===== src/design/hcd_pkg.sv =====
// Package for the 4x4 Hill cipher decrypt block.
// Holds the shared widths, key reset values, register indexes, payload types and the mod-26 helper.
// No dependencies.
package hcd_pkg;

	localparam int unsigned KEY_ROWS    = 4;
	localparam int unsigned LETTER_W    = 5;
	localparam int unsigned ROW_W       = KEY_ROWS * LETTER_W;
	localparam int unsigned CHAR_W      = 8;
	localparam int unsigned PLAIN_W     = 7;
	localparam int unsigned SUM_W       = 12;
	localparam int unsigned PROD_W      = 2 * SUM_W;
	localparam int unsigned RECIP_SHIFT = 16;
	localparam int unsigned QUOT_W      = PROD_W - RECIP_SHIFT;
	localparam int unsigned QUEUE_DEPTH = 8;

	localparam logic [SUM_W-1:0]   MODULUS = SUM_W'(26);
	// floor(x/26) == (x * 2521) >> 16 for every 12-bit x
	localparam logic [PROD_W-1:0]  RECIP   = PROD_W'(2521);
	localparam logic [CHAR_W-1:0]  ASCII_A = CHAR_W'(65);
	localparam logic [CHAR_W-1:0]  ASCII_Z = CHAR_W'(90);
	localparam logic [PLAIN_W-1:0] PLAIN_A = PLAIN_W'(65);

	localparam logic [ROW_W-1:0] INV_KEY_ROW0_RST = ROW_W'(543928);
	localparam logic [ROW_W-1:0] INV_KEY_ROW1_RST = ROW_W'(230514);
	localparam logic [ROW_W-1:0] INV_KEY_ROW2_RST = ROW_W'(332468);
	localparam logic [ROW_W-1:0] INV_KEY_ROW3_RST = ROW_W'(807279);

	localparam int unsigned CFG_IDX_W = 2;

	typedef enum logic [CFG_IDX_W-1:0] {
		REG_INV_KEY_ROW0 = 2'd0,
		REG_INV_KEY_ROW1 = 2'd1,
		REG_INV_KEY_ROW2 = 2'd2,
		REG_INV_KEY_ROW3 = 2'd3
	} cfg_reg_t;

	typedef logic [KEY_ROWS-1:0][ROW_W-1:0] key_t;

	// one block result: either an error or four plaintext letter values
	typedef struct packed {
		logic                               bad;
		logic [KEY_ROWS-1:0][LETTER_W-1:0] letters;
	} grp_t;

	// pipeline occupancy, used for the input credit check
	typedef struct packed {
		logic busy_s1;
		logic busy_s2;
	} pipe_stat_t;

	function automatic logic [LETTER_W-1:0] mod26(input logic [SUM_W-1:0] x);
		logic [PROD_W-1:0] prod;
		logic [QUOT_W-1:0] q;
		logic [SUM_W-1:0]  r;
		prod = PROD_W'(x) * RECIP;
		q    = prod[PROD_W-1:RECIP_SHIFT];
		r    = x - SUM_W'(q) * MODULUS;
		if (r >= MODULUS) begin
			r = r - MODULUS;
		end
		return r[LETTER_W-1:0];
	endfunction

endpackage


===== src/design/hcd_if.sv =====
// Valid/ready stream interfaces for the Hill cipher decrypt block.
// Depends on hcd_pkg for field widths.
interface hcd_char_if;
	logic                        valid;
	logic                        ready;
	logic [hcd_pkg::CHAR_W-1:0] cipher_char;

	modport source (output valid, output cipher_char, input ready);
	modport sink   (input valid, input cipher_char, output ready);
endinterface

interface hcd_result_if;
	logic                         valid;
	logic                         ready;
	logic [hcd_pkg::PLAIN_W-1:0] plain_char;
	logic                         bad_char;
	logic                         block_end;

	modport source (output valid, output plain_char, output bad_char, output block_end,
		input ready);
	modport sink   (input valid, input plain_char, input bad_char, input block_end,
		output ready);
endinterface


===== src/design/hcd_block_math.sv =====
// Letter buffering, key matrix product (stage 1) and mod-26 reduction (stage 2).
// Emits one result group per completed block or bad character. Depends on hcd_pkg.
module hcd_block_math (
	input  logic                        clk,
	input  logic                        arst_n,
	input  logic                        take,
	input  logic [hcd_pkg::CHAR_W-1:0] char_in,
	input  hcd_pkg::key_t               key,
	output hcd_pkg::pipe_stat_t         stat,
	output logic                        grp_valid,
	output hcd_pkg::grp_t               grp
);

	logic                          valid_s1;
	logic [hcd_pkg::CHAR_W-1:0]   char_s1;
	logic [1:0]                    fill_q;
	logic [hcd_pkg::LETTER_W-1:0] buf_q [3];

	logic                          valid_s2;
	logic                          bad_s2;
	logic [hcd_pkg::SUM_W-1:0]    sum_s2 [hcd_pkg::KEY_ROWS];

	logic                          is_letter;
	logic                          blk_done;
	logic [hcd_pkg::LETTER_W-1:0] letter;
	logic [hcd_pkg::SUM_W-1:0]    sum_c [hcd_pkg::KEY_ROWS];

	assign is_letter = (char_s1 >= hcd_pkg::ASCII_A) && (char_s1 <= hcd_pkg::ASCII_Z);
	assign letter    = hcd_pkg::LETTER_W'(char_s1 - hcd_pkg::ASCII_A);
	assign blk_done  = valid_s1 && is_letter && (fill_q == 2'd3);

	always_comb begin
		logic [hcd_pkg::LETTER_W-1:0] blk [hcd_pkg::KEY_ROWS];
		logic [hcd_pkg::SUM_W-1:0]    acc;
		blk[0] = buf_q[0];
		blk[1] = buf_q[1];
		blk[2] = buf_q[2];
		blk[3] = letter;
		for (int r = 0; r < hcd_pkg::KEY_ROWS; r++) begin
			acc = '0;
			for (int c = 0; c < hcd_pkg::KEY_ROWS; c++) begin
				acc = acc + hcd_pkg::SUM_W'(key[r][c*hcd_pkg::LETTER_W +: hcd_pkg::LETTER_W])
					* hcd_pkg::SUM_W'(blk[c]);
			end
			sum_c[r] = acc;
		end
	end

	always_ff @(posedge clk or negedge arst_n) begin
		if (!arst_n) begin
			valid_s1 <= 1'b0;
			valid_s2 <= 1'b0;
			fill_q   <= 2'd0;
		end else begin
			valid_s1 <= take;
			valid_s2 <= valid_s1 && (!is_letter || (fill_q == 2'd3));
			if (valid_s1 && is_letter) begin
				fill_q <= fill_q + 2'd1;
			end
		end
	end

	always_ff @(posedge clk) begin
		if (take) begin
			char_s1 <= char_in;
		end
		if (valid_s1 && is_letter && (fill_q != 2'd3)) begin
			buf_q[fill_q] <= letter;
		end
		if (valid_s1) begin
			bad_s2 <= !is_letter;
		end
		if (blk_done) begin
			sum_s2 <= sum_c;
		end
	end

	assign stat.busy_s1 = valid_s1;
	assign stat.busy_s2 = valid_s2;
	assign grp_valid    = valid_s2;

	always_comb begin
		grp.bad = bad_s2;
		for (int r = 0; r < hcd_pkg::KEY_ROWS; r++) begin
			grp.letters[r] = hcd_pkg::mod26(sum_s2[r]);
		end
	end

endmodule


===== src/design/hcd_result_queue.sv =====
// Result group queue and serializer: stores groups, sends one result per transfer.
// An error group yields one result, a letter group four. Depends on hcd_pkg, hcd_if.
module hcd_result_queue #(
	parameter int unsigned Depth = hcd_pkg::QUEUE_DEPTH
) (
	input  logic                        clk,
	input  logic                        arst_n,
	input  logic                        grp_valid,
	input  hcd_pkg::grp_t               grp,
	output logic [$clog2(Depth+1)-1:0] count,
	hcd_result_if.source                plain
);

	localparam int unsigned PtrW = (Depth > 1) ? $clog2(Depth) : 1;
	localparam int unsigned CntW = $clog2(Depth + 1);
	localparam logic [PtrW-1:0] PtrLast = PtrW'(Depth - 1);

	hcd_pkg::grp_t   mem_q [Depth];
	logic [PtrW-1:0] wr_ptr_q;
	logic [PtrW-1:0] rd_ptr_q;
	logic [CntW-1:0] count_q;
	logic [1:0]      sub_q;

	hcd_pkg::grp_t   head;
	logic            xfer;
	logic            pop;

	assign head  = mem_q[rd_ptr_q];
	assign xfer  = plain.valid && plain.ready;
	assign pop   = xfer && plain.block_end;
	assign count = count_q;

	assign plain.valid      = (count_q != '0);
	assign plain.bad_char   = head.bad;
	assign plain.block_end  = head.bad || (sub_q == 2'd3);
	assign plain.plain_char = head.bad ? '0
		: hcd_pkg::PLAIN_A + hcd_pkg::PLAIN_W'(head.letters[sub_q]);

	always_ff @(posedge clk or negedge arst_n) begin
		if (!arst_n) begin
			wr_ptr_q <= '0;
			rd_ptr_q <= '0;
			count_q  <= '0;
			sub_q    <= 2'd0;
		end else begin
			if (grp_valid) begin
				wr_ptr_q <= (wr_ptr_q == PtrLast) ? '0 : wr_ptr_q + PtrW'(1);
			end
			if (pop) begin
				rd_ptr_q <= (rd_ptr_q == PtrLast) ? '0 : rd_ptr_q + PtrW'(1);
				sub_q    <= 2'd0;
			end else if (xfer) begin
				sub_q <= sub_q + 2'd1;
			end
			if (grp_valid && !pop) begin
				count_q <= count_q + CntW'(1);
			end else if (pop && !grp_valid) begin
				count_q <= count_q - CntW'(1);
			end
		end
	end

	always_ff @(posedge clk) begin
		if (grp_valid) begin
			mem_q[wr_ptr_q] <= grp;
		end
	end

endmodule


===== src/design/hill_cipher_decrypt_4x4.sv =====
// Hill cipher 4x4 mod-26 decrypt, top level. Depends on hcd_pkg, hcd_if and submodules.
// Accepts one character per cycle while cipher.ready is high; a letter that completes a
// block of four passes stage 1 and stage 2 into the group queue as four results; a bad
// character gives one. The result port sets the rate: one result per cycle while ready.
// Reset clears the letter count and queue and loads the default inverse key.
module hill_cipher_decrypt_4x4 #(
	parameter int unsigned QueueDepth = hcd_pkg::QUEUE_DEPTH
) (
	input  logic                           clk,
	input  logic                           arst_n,
	hcd_char_if.sink                       cipher,
	hcd_result_if.source                   plain,
	input  logic                           cfg_we,
	input  logic [hcd_pkg::CFG_IDX_W-1:0] cfg_index,
	input  logic [hcd_pkg::ROW_W-1:0]     cfg_wdata
);

	localparam int unsigned CntW = $clog2(QueueDepth + 1);

	hcd_pkg::key_t       key_q;
	hcd_pkg::pipe_stat_t stat;
	hcd_pkg::grp_t       grp;
	logic                grp_valid;
	logic [CntW-1:0]     q_count;
	logic [CntW:0]       committed;
	logic                take;

	// credit: every item in flight may still become a queued group
	assign committed    = (CntW+1)'(q_count) + (CntW+1)'(stat.busy_s1)
		+ (CntW+1)'(stat.busy_s2);
	assign cipher.ready = committed < (CntW+1)'(QueueDepth);
	assign take         = cipher.valid && cipher.ready;

	always_ff @(posedge clk or negedge arst_n) begin
		if (!arst_n) begin
			key_q[0] <= hcd_pkg::INV_KEY_ROW0_RST;
			key_q[1] <= hcd_pkg::INV_KEY_ROW1_RST;
			key_q[2] <= hcd_pkg::INV_KEY_ROW2_RST;
			key_q[3] <= hcd_pkg::INV_KEY_ROW3_RST;
		end else if (cfg_we) begin
			unique case (hcd_pkg::cfg_reg_t'(cfg_index))
				hcd_pkg::REG_INV_KEY_ROW0: key_q[0] <= cfg_wdata;
				hcd_pkg::REG_INV_KEY_ROW1: key_q[1] <= cfg_wdata;
				hcd_pkg::REG_INV_KEY_ROW2: key_q[2] <= cfg_wdata;
				hcd_pkg::REG_INV_KEY_ROW3: key_q[3] <= cfg_wdata;
				default: ;
			endcase
		end
	end

	hcd_block_math u_math (
		.clk       (clk),
		.arst_n    (arst_n),
		.take      (take),
		.char_in   (cipher.cipher_char),
		.key       (key_q),
		.stat      (stat),
		.grp_valid (grp_valid),
		.grp       (grp)
	);

	hcd_result_queue #(
		.Depth (QueueDepth)
	) u_queue (
		.clk       (clk),
		.arst_n    (arst_n),
		.grp_valid (grp_valid),
		.grp       (grp),
		.count     (q_count),
		.plain     (plain)
	);

endmodule

===== src/flat_wrapper.sv =====
// flat-port wrapper written by rule: the top's interface ports become plain ports
module hill_cipher_decrypt_4x4_flat 
#(
	parameter int unsigned QueueDepth = hcd_pkg::QUEUE_DEPTH
)
  (clk, arst_n, cfg_we, cfg_index, cfg_wdata, cipher_valid, cipher_cipher_char, cipher_ready, plain_valid, plain_plain_char, plain_bad_char, plain_block_end, plain_ready);
  hcd_char_if cipher_i ();
  hcd_result_if plain_i ();
  input  logic clk;
  input  logic arst_n;
  input  logic cfg_we;
  input  logic [hcd_pkg::CFG_IDX_W-1:0] cfg_index;
  input  logic [hcd_pkg::ROW_W-1:0] cfg_wdata;
  input wire logic [$bits(cipher_i.valid)-1:0] cipher_valid;
  input wire logic [$bits(cipher_i.cipher_char)-1:0] cipher_cipher_char;
  output wire logic [$bits(cipher_i.ready)-1:0] cipher_ready;
  output wire logic [$bits(plain_i.valid)-1:0] plain_valid;
  output wire logic [$bits(plain_i.plain_char)-1:0] plain_plain_char;
  output wire logic [$bits(plain_i.bad_char)-1:0] plain_bad_char;
  output wire logic [$bits(plain_i.block_end)-1:0] plain_block_end;
  input wire logic [$bits(plain_i.ready)-1:0] plain_ready;
  assign cipher_i.valid = cipher_valid;
  assign cipher_i.cipher_char = cipher_cipher_char;
  assign cipher_ready = cipher_i.ready;
  assign plain_valid = plain_i.valid;
  assign plain_plain_char = plain_i.plain_char;
  assign plain_bad_char = plain_i.bad_char;
  assign plain_block_end = plain_i.block_end;
  assign plain_i.ready = plain_ready;
  hill_cipher_decrypt_4x4 #(.QueueDepth(QueueDepth)) u_core (.clk(clk), .arst_n(arst_n), .cipher(cipher_i), .plain(plain_i), .cfg_we(cfg_we), .cfg_index(cfg_index), .cfg_wdata(cfg_wdata));
endmodule

===== config.mk =====
export PLATFORM = sky130hd
export DESIGN_NAME = hill_cipher_decrypt_4x4_flat
export DESIGN_NICKNAME = d
export VERILOG_FILES = /design/src/design/hcd_pkg.sv /design/src/design/hcd_if.sv /design/src/design/hcd_block_math.sv /design/src/design/hcd_result_queue.sv /design/src/design/hill_cipher_decrypt_4x4.sv /design/src/flat_wrapper.sv
export SDC_FILE = /design/constraint.sdc
export NUM_CORES = 2
export LEC_CHECK = 0
export BUFFER_PORTS_ARGS = -buffer_cell sky130_fd_sc_hd__buf_2
export CAP_MARGIN = 30
export CORE_ASPECT_RATIO = 1.4
export CORE_MARGIN = 1
export CORE_UTILIZATION = 60
export DETAILED_ROUTE_END_ITERATION = 12
export MAX_ROUTING_LAYER = met4
export PLACE_DENSITY = 0.78
export REMOVE_ABC_BUFFERS = 1
export SETUP_SLACK_MARGIN = 0.1
export SLEW_MARGIN = 20
export SYNTH_ARGS = -nofsm -noshare
export SYNTH_HDL_FRONTEND = slang
export SYNTH_HIERARCHICAL = 1
export SYNTH_SLANG_ARGS = --single-unit

===== constraint.sdc =====
create_clock -name clk -period 7.7 [get_ports clk]
set_input_delay 0.77 -clock clk [delete_from_list [all_inputs] [get_ports clk]]
set_output_delay 0.77 -clock clk [all_outputs]
set_load 0.01 [all_outputs]

==> results.toml <==
[outcome]
status = "complete, but fails checks"
failed_checks = "negative setup slack"

[detailed_routing]
final_antenna_net_count = 0
drt-initial-drc-count = 1456
firstDrtPassIters = 7
wl_mm = 101
drc = 0
wl_per_cell_um = 20.1
vias_per_cell = 5.67
num_vias = 28400

[placed_design]
portBuffers = 45
place_worst_setup_slack_ns = -1.36
place_congestion = 0.879
dp_hpwl_mm = 72.2

[sta]
tns_ns = -89.92
setup_viol_count_final = 128
fmax_mhz = 115
drv_slew = 0
tightest_slew_ns = 0.911
fin_hold_ws_ns = 0.276
fin_worst_skew_ns = 0.0227
layout_min_cycle_time_ns = 8.67
finalCritPeriodShare_pct = 113
rsz0062_at_grt = "true"
setup_ws_ns = -0.974
hold_viol = 0
relSlewSlack_pct = 39.3

[grt]
antenna_found_initial = 0
grt_overflow_total = 0
track_usage_pct = 29.1
first_global_vias = 30500
grt_max_degree = 52
grt_pass1_wl_mm = 153

[clock_tree]
clk_latency_ns = 0.56
clkTransAtPathRegs_ns = 0.07
cts.sinks = 336
holdBufCountCts = 0
cts_buffers = 36
cts_tree = "done"
cts_buffer_depth = 3
cts_root_buf = "clkbuf_16"
h-tree-depth = 2

[flow_run]
maxCapViolCount = 0

[logic_synthesis]
synth_area_um2 = 40900
synthTopCellsByCount = "835 x inv_1, 677 x ha_1, 501 x fa_1"
synth_most_common_cell = "inv_1"
yosys_warnings = 6
synth_edf_count = 240
synth.avg_cell_area_um2 = 11.1
ys.flop_type = "edfxtp_1"
ys_ff_latch = 336
synth.area.top_cells = "fa_1 25%, ha_1 21%, edfxtp_1 18%, inv_1 7.7%, dfrtp_1 3.7%"
ys_seq_area_share_pct = 23.6
synth_top_area_cell = "fa_1"
yosysTopAreaCellShare_pct = 24.5
synthArstFlopShare_pct = 28.6
syn_inst = 3702
yosys.cell_types.count = 88

[worst_setup_path]
critical_path_class = "reg2reg"
crit_buf_inv = 14
cp_slowest_cell = "edfxtp_1"
crit_start = "u_core/u_math/sum_s2[5]"
slowest_delay_ns = 0.54
critPathRequiredTime_ns = 8.01
endpoint_kind = "flop"
path_delay_family = "adder cells"
arrival_ns = 8.99
cp_max_fo = 8
reg2reg_from = "u_core/u_math/sum_s2[5]"
worstSetupStartpointType = "flop"

[cells_and_area]
synthToLayoutAreaGrowth_pct = 17.0
drive_above_1_share_pct = 22.1
utilization_pct = 71.4
layout.nets = 5343

[die]
dieArea_um2 = 69200
io_pins = 46
fp.dieW_um = 223
start_util_pct = 61.1
row_count = 112
die_h_um = 311
fp.coreArea_um2 = 67000

[min_path]
hold_path.class = "in2async"
worst reg2reg max path, delay by kind of cell, from the launching register on:
kind / cells / cell delay, ns
and+or+nand+nor: 2 / 0.27
DFF: 1 / 0.54
AOI/OAI and AO/OA: 8 / 1.15
xor gates and xnor gates: 4 / 0.67
muxes: 1 / 0.17
adders and majority gates: 11 / 4.05
buffers and inverters: 14 / 1.57
routing by layer:
metal | wire length (um) | track usage (%)
met5 | 0 | -
met4 | 5810 | 13.6
met3 | 4840 | 3.31
met2 | 54100 | 52.2
met1 | 36100 | 32.2
repair_timing:
item,4_1_cts,5_1_grt
pin swaps,109,122
gates resized for setup,170,148
endpoints found under the setup margin,128,130
setup buffers,50,39
final cells by class:
type	instances	area, um^2
Multi-Input combinational cell	2460	29300
Fill cell	4314	19100
Sequential cell	336	9650
Timing Repair Buffer	458	3490
Inverter	838	3150
Tap cell	855	1070
Clock buffer	46	1020
Clock inverter	19	191
Antenna cell	1	2.50
per-stage QoR:
stage	cells	area [um^2]
3_3_place_gp	4856	44300
6_report	5013	47900
4_1_cts	4974	46800
5_1_grt	5012	47800
3_5_place_dp	4859	44400
2_1_floorplan	3634	40600
kinds of logic after synthesis:
logic type / after synthesis / share of synthesized area (%)
buf+inv: 906 / 8.55
xor+xnor: 146 / 3.30
mux: 162 / 5.99
flops: 336 / 23.6
simple gates: 689 / 8.71
compound gates: 285 / 4.64
fa+ha+maj: 1178 / 45.2
path summary, 6_finish.rpt:
| check | slack (ns) | cells past startpoint | to |
|---|---|---|---|
| max | -0.97 | 40 | u_core/u_queue/mem_q[4][18] |
| min | 0.28 | 1 | u_core/key_q[59] |
| max reg2reg | -0.97 | 40 | u_core/u_queue/mem_q[4][18] |
| min reg2reg | 0.53 | 1 | u_core/u_queue/count[3] |
| max in group asynchronous | 6.26 | 2 | u_core/key_q[64] |
| min in group clk | 0.39 | 1 | u_core/u_math/char_s1[4] |
state kept, by name, summed over array words and instances, names as in the netlist:
name,count
u_core/u_math/fill_q,2
u_core/u_queue/sub_q,2
u_core/u_queue/rd_ptr_q,3
u_core/u_math/sum_s2,48
u_core/u_queue/count,4
u_core/key_q,80
u_core/u_queue/wr_ptr_q,3
u_core/u_math/char_s1,8
u_core/u_math/grp_valid,1
u_core/u_math/buf_q,15
u_core/u_queue/mem_q,168
u_core/u_math/valid_s1,1
u_core/u_math/bad_s2,1
cell usage in the layout (no fill, tap or decap), types with 9 or more instances in the layout:
| cell type | n |
|---|---|
| a21o_1 | 39 |
| ha_1 | 622 |
| mux2i_1 | 10 |
| inv_2 | 45 |
| mux2_2 | 45 |
| mux2_1 | 45 |
| dfstp_2 | 35 |
| nor2b_1 | 37 |
| a21oi_2 | 27 |
| nor2_1 | 70 |
| and2_1 | 220 |
| mux4_1 | 13 |
| nand3_1 | 25 |
| o21bai_1 | 13 |
| o21ai_0 | 26 |
| xnor2_2 | 13 |
| nor3_1 | 22 |
| ha_2 | 10 |
| nor2_2 | 11 |
| a21oi_1 | 66 |
| buf_2 | 44 |
| buf_6 | 35 |
| inv_1 | 791 |
| mux4_2 | 39 |
| edfxtp_1 | 240 |
| xnor2_1 | 62 |
| dfrtp_1 | 60 |
| fa_1 | 487 |
| ha_4 | 45 |
| o211ai_1 | 11 |
| buf_4 | 377 |
| nand2b_1 | 19 |
| fa_2 | 14 |
| nand2_1 | 206 |
| o21a_1 | 14 |
| nand3_2 | 9 |
| clkbuf_16 | 39 |
| xor2_1 | 55 |
Power is not shown: default switching activity piles up to over one toggle a cycle in this logic, so the estimate is an artifact.
